===== src/sv/gda_pkg.sv =====
// shared types, constants and calendar tables for the date adder
package gda_pkg;

  // result status codes
  localparam logic [1:0] STAT_OK         = 2'd0;
  localparam logic [1:0] STAT_BAD_OFFSET = 2'd1;
  localparam logic [1:0] STAT_BAD_DATE   = 2'd2;

  // field widths
  localparam int DAY_W   = 5;
  localparam int MONTH_W = 4;
  localparam int YEAR_W  = 14;
  localparam int OFS_W   = 9;
  localparam int DOY_W   = 10;
  localparam int STAT_W  = 2;
  localparam int Q100_W  = 8;

  // packed word widths
  localparam int IN_DATA_W  = 32;
  localparam int OUT_DATA_W = 24;

  // year / 100 by reciprocal: floor(y * 5243 / 2^19) is exact below 16384
  localparam logic [12:0] DIV100_MUL   = 13'd5243;
  localparam int          DIV100_SHIFT = 19;

  localparam logic [DOY_W-1:0]   YLEN_LEAP = 10'd366;
  localparam logic [DOY_W-1:0]   YLEN_REG  = 10'd365;
  localparam logic [MONTH_W-1:0] LAST_IDX  = 4'd11;
  localparam logic [MONTH_W-1:0] MONTH_FEB = 4'd2;
  localparam logic [MONTH_W-1:0] MONTH_DEC = 4'd12;
  localparam logic [DAY_W-1:0]   DAY_LAST  = 5'd31;

  // sequencer states
  typedef enum logic [2:0] {
    S_IDLE,
    S_DIV,
    S_LEAP,
    S_CHECK,
    S_WRAP,
    S_SEARCH,
    S_DONE
  } gda_state_t;

  // first day of year of each month, index 0 is january
  function automatic logic [8:0] month_start(input logic leap, input logic [MONTH_W-1:0] idx);
    logic [8:0] s;
    case (idx)
      4'd0:    s = 9'd1;
      4'd1:    s = 9'd32;
      4'd2:    s = leap ? 9'd61  : 9'd60;
      4'd3:    s = leap ? 9'd92  : 9'd91;
      4'd4:    s = leap ? 9'd122 : 9'd121;
      4'd5:    s = leap ? 9'd153 : 9'd152;
      4'd6:    s = leap ? 9'd183 : 9'd182;
      4'd7:    s = leap ? 9'd214 : 9'd213;
      4'd8:    s = leap ? 9'd245 : 9'd244;
      4'd9:    s = leap ? 9'd275 : 9'd274;
      4'd10:   s = leap ? 9'd306 : 9'd305;
      4'd11:   s = leap ? 9'd336 : 9'd335;
      default: s = 9'd1;
    endcase
    return s;
  endfunction

  // length of a month given as 1..12, zero for codes that are no month
  function automatic logic [DAY_W-1:0] month_len(input logic leap,
                                                 input logic [MONTH_W-1:0] month);
    logic [DAY_W-1:0] n;
    case (month)
      4'd1, 4'd3, 4'd5, 4'd7, 4'd8, 4'd10, 4'd12: n = 5'd31;
      4'd4, 4'd6, 4'd9, 4'd11:                     n = 5'd30;
      4'd2:                                        n = leap ? 5'd29 : 5'd28;
      default:                                     n = 5'd0;
    endcase
    return n;
  endfunction

  // quotient of year by 100
  function automatic logic [Q100_W-1:0] div100(input logic [YEAR_W-1:0] y);
    logic [YEAR_W+12:0] p;
    p = y * DIV100_MUL;
    return p[YEAR_W+12 -: Q100_W];
  endfunction

endpackage


===== src/sv/gda_leap.sv =====
// leap year unit: registered divide by 100, then the century rule
module gda_leap (
  input  logic                          clk,
  input  logic [gda_pkg::YEAR_W-1:0]    year,
  output logic                          leap
);

  logic [gda_pkg::Q100_W-1:0] q_r;
  logic [gda_pkg::YEAR_W-1:0] cent;

  // quotient is registered, valid in the cycle after the year settles
  always_ff @(posedge clk) begin
    q_r <= gda_pkg::div100(year);
  end

  // divisible by 4, and a century year only when its quotient is divisible by 4
  assign cent = gda_pkg::YEAR_W'(q_r) * 14'd100;
  assign leap = (year[1:0] == 2'd0) && ((year != cent) || (q_r[1:0] == 2'd0));

endmodule


===== src/sv/gregorian_date_add_days.sv =====
// date adder top level: sequencer around a shared leap unit and month search
//
//  channel  dir  tdata (low bit up)                         tuser
//  in_      in   day 5, month 4, year 14, offset 9          -
//  out_     out  day 5, month 4, year 14, zero pad 1        status 2
//
// an item runs from acceptance through divide, leap and the check: a rejected word
// ends after the check, a wrap into the next year repeats divide and leap, and the
// month search walks one month boundary per cycle.
// in_tready is high only while the sequencer is idle; a finished result waits in
// the output register while the next word is taken. reset clears state and valid.
module gregorian_date_add_days #(
  parameter int MAX_OFFSET = 300
) (
  input  logic                              clk,
  input  logic                              rst_n,
  input  logic                              in_tvalid,
  output logic                              in_tready,
  input  logic [gda_pkg::IN_DATA_W-1:0]     in_tdata,   // day, month, year, offset_days
  output logic                              out_tvalid,
  input  logic                              out_tready,
  output logic [gda_pkg::OUT_DATA_W-1:0]    out_tdata,  // day_out, month_out, year_out, pad
  output logic [gda_pkg::STAT_W-1:0]        out_tuser   // status
);

  gda_pkg::gda_state_t state_r, state_nxt;

  logic [gda_pkg::DAY_W-1:0]   day_r, day_nxt;
  logic [gda_pkg::MONTH_W-1:0] month_r, month_nxt;
  logic [gda_pkg::YEAR_W-1:0]  year_r, year_nxt;
  logic [gda_pkg::OFS_W-1:0]   offset_r, offset_nxt;
  logic [gda_pkg::DOY_W-1:0]   doy_r, doy_nxt;
  logic                        leap_r, leap_nxt;
  logic                        wrap_r, wrap_nxt;
  logic [gda_pkg::MONTH_W-1:0] m_r, m_nxt;
  logic [gda_pkg::DAY_W-1:0]   res_day_r, res_day_nxt;
  logic [gda_pkg::MONTH_W-1:0] res_month_r, res_month_nxt;
  logic [gda_pkg::YEAR_W-1:0]  res_year_r, res_year_nxt;
  logic [gda_pkg::STAT_W-1:0]  res_stat_r, res_stat_nxt;
  logic                        out_tvalid_r, out_tvalid_nxt;
  logic [gda_pkg::OUT_DATA_W-1:0] out_tdata_r, out_tdata_nxt;
  logic [gda_pkg::STAT_W-1:0]  out_tuser_r, out_tuser_nxt;

  logic                        leap_w;
  logic [gda_pkg::STAT_W-1:0]  chk_stat;
  logic [gda_pkg::DOY_W-1:0]   ylen;
  logic                        over;
  logic                        adv;
  logic                        load_out;

  // shared leap unit follows the working year
  gda_leap u_leap (
    .clk  (clk),
    .year (year_r),
    .leap (leap_w)
  );

  // input checks, offset first
  always_comb begin
    if (offset_r > gda_pkg::OFS_W'(MAX_OFFSET)) begin
      chk_stat = gda_pkg::STAT_BAD_OFFSET;
    end else if (month_r == 4'd0 || month_r > gda_pkg::MONTH_DEC) begin
      chk_stat = gda_pkg::STAT_BAD_DATE;
    end else if (day_r == 5'd0 || day_r > gda_pkg::month_len(leap_r, month_r)) begin
      chk_stat = gda_pkg::STAT_BAD_DATE;
    end else begin
      chk_stat = gda_pkg::STAT_OK;
    end
  end

  // shared compares for wrap and month search
  assign ylen     = leap_r ? gda_pkg::YLEN_LEAP : gda_pkg::YLEN_REG;
  assign over     = doy_r > ylen;
  assign adv      = (m_r < gda_pkg::LAST_IDX) &&
                    (doy_r >= gda_pkg::DOY_W'(gda_pkg::month_start(leap_r, m_r + 4'd1)));
  assign load_out = (state_r == gda_pkg::S_DONE) && (!out_tvalid_r || out_tready);

  // next state
  always_comb begin
    state_nxt = state_r;
    case (state_r)
      gda_pkg::S_IDLE: begin
        if (in_tvalid) state_nxt = gda_pkg::S_DIV;
      end
      gda_pkg::S_DIV:  state_nxt = gda_pkg::S_LEAP;
      gda_pkg::S_LEAP: state_nxt = wrap_r ? gda_pkg::S_WRAP : gda_pkg::S_CHECK;
      gda_pkg::S_CHECK: begin
        state_nxt = (chk_stat == gda_pkg::STAT_OK) ? gda_pkg::S_WRAP : gda_pkg::S_DONE;
      end
      gda_pkg::S_WRAP: begin
        if (over && !wrap_r) state_nxt = gda_pkg::S_DIV;
        else if (over)       state_nxt = gda_pkg::S_DONE;
        else                 state_nxt = gda_pkg::S_SEARCH;
      end
      gda_pkg::S_SEARCH: begin
        if (!adv) state_nxt = gda_pkg::S_DONE;
      end
      gda_pkg::S_DONE: begin
        if (load_out) state_nxt = gda_pkg::S_IDLE;
      end
      default: state_nxt = gda_pkg::S_IDLE;
    endcase
  end

  // datapath and handshake outputs
  always_comb begin
    in_tready      = (state_r == gda_pkg::S_IDLE);
    day_nxt        = day_r;
    month_nxt      = month_r;
    year_nxt       = year_r;
    offset_nxt     = offset_r;
    doy_nxt        = doy_r;
    leap_nxt       = leap_r;
    wrap_nxt       = wrap_r;
    m_nxt          = m_r;
    res_day_nxt    = res_day_r;
    res_month_nxt  = res_month_r;
    res_year_nxt   = res_year_r;
    res_stat_nxt   = res_stat_r;
    out_tdata_nxt  = out_tdata_r;
    out_tuser_nxt  = out_tuser_r;
    out_tvalid_nxt = out_tvalid_r && !out_tready;
    case (state_r)
      gda_pkg::S_IDLE: begin
        day_nxt    = in_tdata[4:0];
        month_nxt  = in_tdata[8:5];
        year_nxt   = in_tdata[22:9];
        offset_nxt = in_tdata[31:23];
        wrap_nxt   = 1'b0;
      end
      gda_pkg::S_LEAP: begin
        leap_nxt = leap_w;
      end
      gda_pkg::S_CHECK: begin
        // day of year of the sum, at most two years long
        doy_nxt = gda_pkg::DOY_W'(gda_pkg::month_start(leap_r, month_r - 4'd1))
                + gda_pkg::DOY_W'(day_r) + gda_pkg::DOY_W'(offset_r) - 10'd1;
        res_day_nxt   = '0;
        res_month_nxt = '0;
        res_year_nxt  = '0;
        res_stat_nxt  = chk_stat;
      end
      gda_pkg::S_WRAP: begin
        if (over && !wrap_r) begin
          doy_nxt  = doy_r - ylen;
          year_nxt = year_r + 14'd1;
          wrap_nxt = 1'b1;
        end else if (over) begin
          // beyond the following year: clamp to its last day
          res_day_nxt   = gda_pkg::DAY_LAST;
          res_month_nxt = gda_pkg::MONTH_DEC;
          res_year_nxt  = year_r;
          res_stat_nxt  = gda_pkg::STAT_OK;
        end else begin
          m_nxt = 4'd0;
        end
      end
      gda_pkg::S_SEARCH: begin
        if (adv) begin
          m_nxt = m_r + 4'd1;
        end else begin
          res_day_nxt   = gda_pkg::DAY_W'(doy_r
                        - gda_pkg::DOY_W'(gda_pkg::month_start(leap_r, m_r)) + 10'd1);
          res_month_nxt = m_r + 4'd1;
          res_year_nxt  = year_r;
          res_stat_nxt  = gda_pkg::STAT_OK;
        end
      end
      gda_pkg::S_DONE: begin
        if (load_out) begin
          out_tvalid_nxt = 1'b1;
          out_tdata_nxt  = {1'b0, res_year_r, res_month_r, res_day_r};
          out_tuser_nxt  = res_stat_r;
        end
      end
      default: begin
      end
    endcase
  end

  // control registers
  always_ff @(posedge clk) begin
    if (!rst_n) begin
      state_r      <= gda_pkg::S_IDLE;
      out_tvalid_r <= 1'b0;
    end else begin
      state_r      <= state_nxt;
      out_tvalid_r <= out_tvalid_nxt;
    end
  end

  // payload registers
  always_ff @(posedge clk) begin
    day_r       <= day_nxt;
    month_r     <= month_nxt;
    year_r      <= year_nxt;
    offset_r    <= offset_nxt;
    doy_r       <= doy_nxt;
    leap_r      <= leap_nxt;
    wrap_r      <= wrap_nxt;
    m_r         <= m_nxt;
    res_day_r   <= res_day_nxt;
    res_month_r <= res_month_nxt;
    res_year_r  <= res_year_nxt;
    res_stat_r  <= res_stat_nxt;
    out_tdata_r <= out_tdata_nxt;
    out_tuser_r <= out_tuser_nxt;
  end

  assign out_tvalid = out_tvalid_r;
  assign out_tdata  = out_tdata_r;
  assign out_tuser  = out_tuser_r;

  // a new word is raised only from the result stage
  a_rise_from_done: assert property (@(posedge clk) disable iff (!rst_n)
    $rose(out_tvalid_r) |-> $past(state_r) == gda_pkg::S_DONE)
    else $error("output word raised outside the result stage");

  // an error word carries an all-zero date
  a_err_zero: assert property (@(posedge clk) disable iff (!rst_n)
    (out_tvalid_r && out_tuser_r != gda_pkg::STAT_OK) |-> out_tdata_r == '0)
    else $error("error word with nonzero date");

  // a good word carries a real month and day
  a_ok_date: assert property (@(posedge clk) disable iff (!rst_n)
    (out_tvalid_r && out_tuser_r == gda_pkg::STAT_OK) |->
      (out_tdata_r[8:5] != 4'd0 && out_tdata_r[8:5] <= gda_pkg::MONTH_DEC &&
       out_tdata_r[4:0] != 5'd0))
    else $error("good word with impossible date");

  // month search never runs past december
  a_search_bound: assert property (@(posedge clk) disable iff (!rst_n)
    state_r == gda_pkg::S_SEARCH |-> m_r <= gda_pkg::LAST_IDX)
    else $error("month search index out of range");

  // a wrapped sum always fits the following year for the allowed offsets
  a_wrap_once: assert property (@(posedge clk) disable iff (!rst_n)
    (state_r == gda_pkg::S_WRAP && wrap_r && MAX_OFFSET <= 365) |-> !over)
    else $error("sum runs past the following year");

endmodule

===== config.mk =====
export PLATFORM = sky130hd
export DESIGN_NAME = gregorian_date_add_days
export DESIGN_NICKNAME = d
export VERILOG_FILES = /design/src/sv/gda_pkg.sv /design/src/sv/gda_leap.sv /design/src/sv/gregorian_date_add_days.sv
export SDC_FILE = /design/constraint.sdc
export NUM_CORES = 1
export LEC_CHECK = 0
export ABC_CLOCK_PERIOD_IN_PS = 4600
export CAP_MARGIN = 30
export CORE_ASPECT_RATIO = 0.5
export CORE_MARGIN = 3
export CORE_UTILIZATION = 60
export DETAILED_ROUTE_END_ITERATION = 8
export DONT_BUFFER_PORTS = 1
export PLACE_DENSITY_LB_ADDON = 0.3
export SETUP_SLACK_MARGIN = 0.05
export SLEW_MARGIN = 25
export SYNTH_ARGS = -nofsm -noshare
export SYNTH_HDL_FRONTEND = slang
export SYNTH_HIERARCHICAL = 1
export SYNTH_SLANG_ARGS = --single-unit

===== constraint.sdc =====
create_clock -name clk -period 4.6 [get_ports clk]
set_input_delay 0.23 -clock clk [delete_from_list [all_inputs] [get_ports clk]]
set_output_delay 0.23 -clock clk [all_outputs]
set_load 0.03 [all_outputs]

==> flow_summary.ini <==
[timing]
rsz0062_at_grt = yes
worst_slew_pin_slew_ns = 0.685
fin_setup_tns_ns = 0
post-route-period-util_pct = 99.2
hold_violations = 0
finalSetupViolations = 0
max_freq_mhz = 219
max_slew_margin_pct = 54.3
whs_ns = 0.0248
fin_crit_ns = 4.56
slew_violations = 0
final.setup_skew_ns = 0.0134

[place]
port_buffers = 0
place_congestion = 0.871
dp_hpwl_mm = 17.1
place_inst = 1262

[route]
ant_nets = 0
first_pass_iters = 5
via_count = 7526
drt-initial-drc-count = 593
wirelength_mm = 22.7
via_per_inst = 5.72
wl_per_cell_um = 17.3
drc = 0

[yosys]
synth_top_area_cell = edfxtp_1
synthAdderAreaFrac_pct = 35.3
synthXorXnorAreaFrac_pct = 5.22
synth_most_common_cell = ha_1
syn_nets = 1307
synth_area_leaders = edfxtp_1, ha_1, fa_1
synth_edf_count = 98
synth_compound_area_share_pct = 11.7
synthArstFlopShare_pct = 0
yosys_warnings = 6
synth_top_family_by_area = adder cells
synth_mux_area_share_pct = 0.192
synth-seq-cells = 110
netlist_top_cells_count = ha_1, inv_1, edfxtp_1
synth_cell_types = 65
ys_seq_area_share_pct = 30.6
syn_avg_cell_area_um2 = 10.2
syn_inst = 1021
synth_flop_cell = edfxtp_1
syn-cell-area_um2 = 10400
yosysTopAreaCellShare_pct = 28.3
yosys.area_share.simple_pct = 9.45

[grt]
grt_remaining_overflow = 0
grt_start_max_net_pins = 43
use_met2_pct = 41.9
grt_use_met1_pct = 33.2
first_global_vias = 7477
grt_pass1_wl_mm = 36.7
antenna_found_initial = 0
use_met3_pct = 2.36
track_usage_pct = 24.1
busiest_layer = met2

[critical_path]
worst_path_max_delay_cell = fa_1
endpoint_kind = flop
crit_required_ns = 4.84
crit_chain = buf_4 > ha_1 > fa_1 > fa_1 > ha_1 > inv_1 > fa_1 > inv_1 > ha_1 > nand2_1 > a211oi_2 > a221oi_2 > buf_4 > o21bai_2 > a311oi_2 > xnor2_1
slowest_delay_ns = 0.57
crit_family = adder cells
critical_path_class = reg -> reg
arrival_ns = 4.80
cp_num_buf_inv = 4
path_max_fanout = 6
start_kind = flop

[cts]
cts_tree = built
clk_pin_slew_ns = 0.08
cts.sinks = 110
cts_root_buf = clkbuf_16
htreeDepth = 3
clock_latency_ns = 0.35
clk_path_buf_depth = 2
cts_buffers = 9

[finish]
nets = 1369
area.growth.synth_to_final_pct = 13.0
drive_above_1_share_pct = 11.8
final_core_util_pct = 70.6
antenna-diode-count = 0
fillers = 1203
final_cells = 1315

[die]
initial_core_util_pct = 62.4
ios = 64
die_y_um = 99.1
core-area_um2 = 16700
rows = 33
die_area_um2 = 19100
die_w_um = 192

[outcome]
status = complete, no violations

[hold_path]
min_path_type = in -> reg

[job]
maxCapViolCount = 0
==> logic make-up (layout without fill, tap and decap cells) <==
kind of cell / after synthesis / in the layout
compound gates: 189 / 189
xor+xnor: 62 / 62
fa+ha+maj: 250 / 250
buf+inv: 205 / 272
flops: 110 / 110
mux: 2 / 2
other cells: 1 / 1
simple gates: 202 / 202
==> state kept, by name (all words and copies together), names as in the netlist <==
signal and count:
out_tdata 23, res_year_r 14, year_r 14, doy_r 10, offset_r 9, u_leap/q_r 8, day_r 5, res_day_r 5
m_r 4, month_r 4, res_month_r 4, state_r 3, out_tuser 2, res_stat_r 2, leap_r 1, out_tvalid 1
wrap_r 1
==> repair_timing <==
| item | 4_1_cts | 5_1_grt |
|---|---|---|
| pin swaps | 5 | 43 |
| resized for setup | 15 | 38 |
| endpoints found under the hold margin | 18 | 1 |
| buffers inserted | 8 | 10 |
| hold buffers | 18 | 1 |
| endpoints found under the setup margin | 7 | 8 |
| gates cloned | 0 | 0 |
==> layout make-up <==
type                       count  area, um2  area share (%)
timing repair buffer          79        659            5.60
multi-input combinational    706       6700            56.9
tap                          227        284            2.41
clock buffer                  11        233            1.98
inverter                     177        664            5.65
sequential                   110       3180            27.0
clock inverter                 5       43.8           0.372
==> stage by stage <==
stage | area [um2] | worst slack [ns]
final | 11800 | 0.0351
after global routing | 11800 | -0.120
after floorplan | 10400 | 0.121
after global placement | 10900 | 0.0458
after detailed placement | 10900 | -0.0902
after CTS | 11500 | 0.0531
==> per-layer routing <==
metal  vias to the layer above  wire length [um]
li1                       3615                 -
met1                      3694             10100
met2                       182             11300
met3                        35               931
met4                         0               355
met5                         -                 0
==> final timing paths <==
path                                      from            end  slack, ns  cells past startpoint
worst max register to register       year_r[6]  u_leap/q_r[5]       0.04                     16
worst max-delay path                 year_r[6]  u_leap/q_r[5]       0.04                     16
worst min register to register  res_year_r[13]  out_tdata[22]       0.41                      0
worst min-delay path                     rst_n     state_r[1]       0.02                      2
==> placed cells by master (no fill, tap or decap), types with 13 or more instances in the layout <==
master / synthesis / routed
inv_1: 175 / 168
ha_1: 177 / 160
edfxtp_1: 98 / 98
fa_1: 73 / 70
nand2_1: 55 / 55
buf_4: 1 / 55
nor2_1: 49 / 48
a21oi_1: 45 / 40
xnor2_1: 39 / 39
o21ai_0: 39 / 36
xor2_1: 23 / 23
o21ai_1: 23 / 23
dlygate4sd3_1: 0 / 19
nand3_1: 17 / 17
and2_1: 15 / 15
nor3_1: 15 / 13
ha_4: 0 / 13
Power is left out: the tool's default activity adds up to more than one toggle a clock period on the data nets, which glitch-free logic cannot reach.
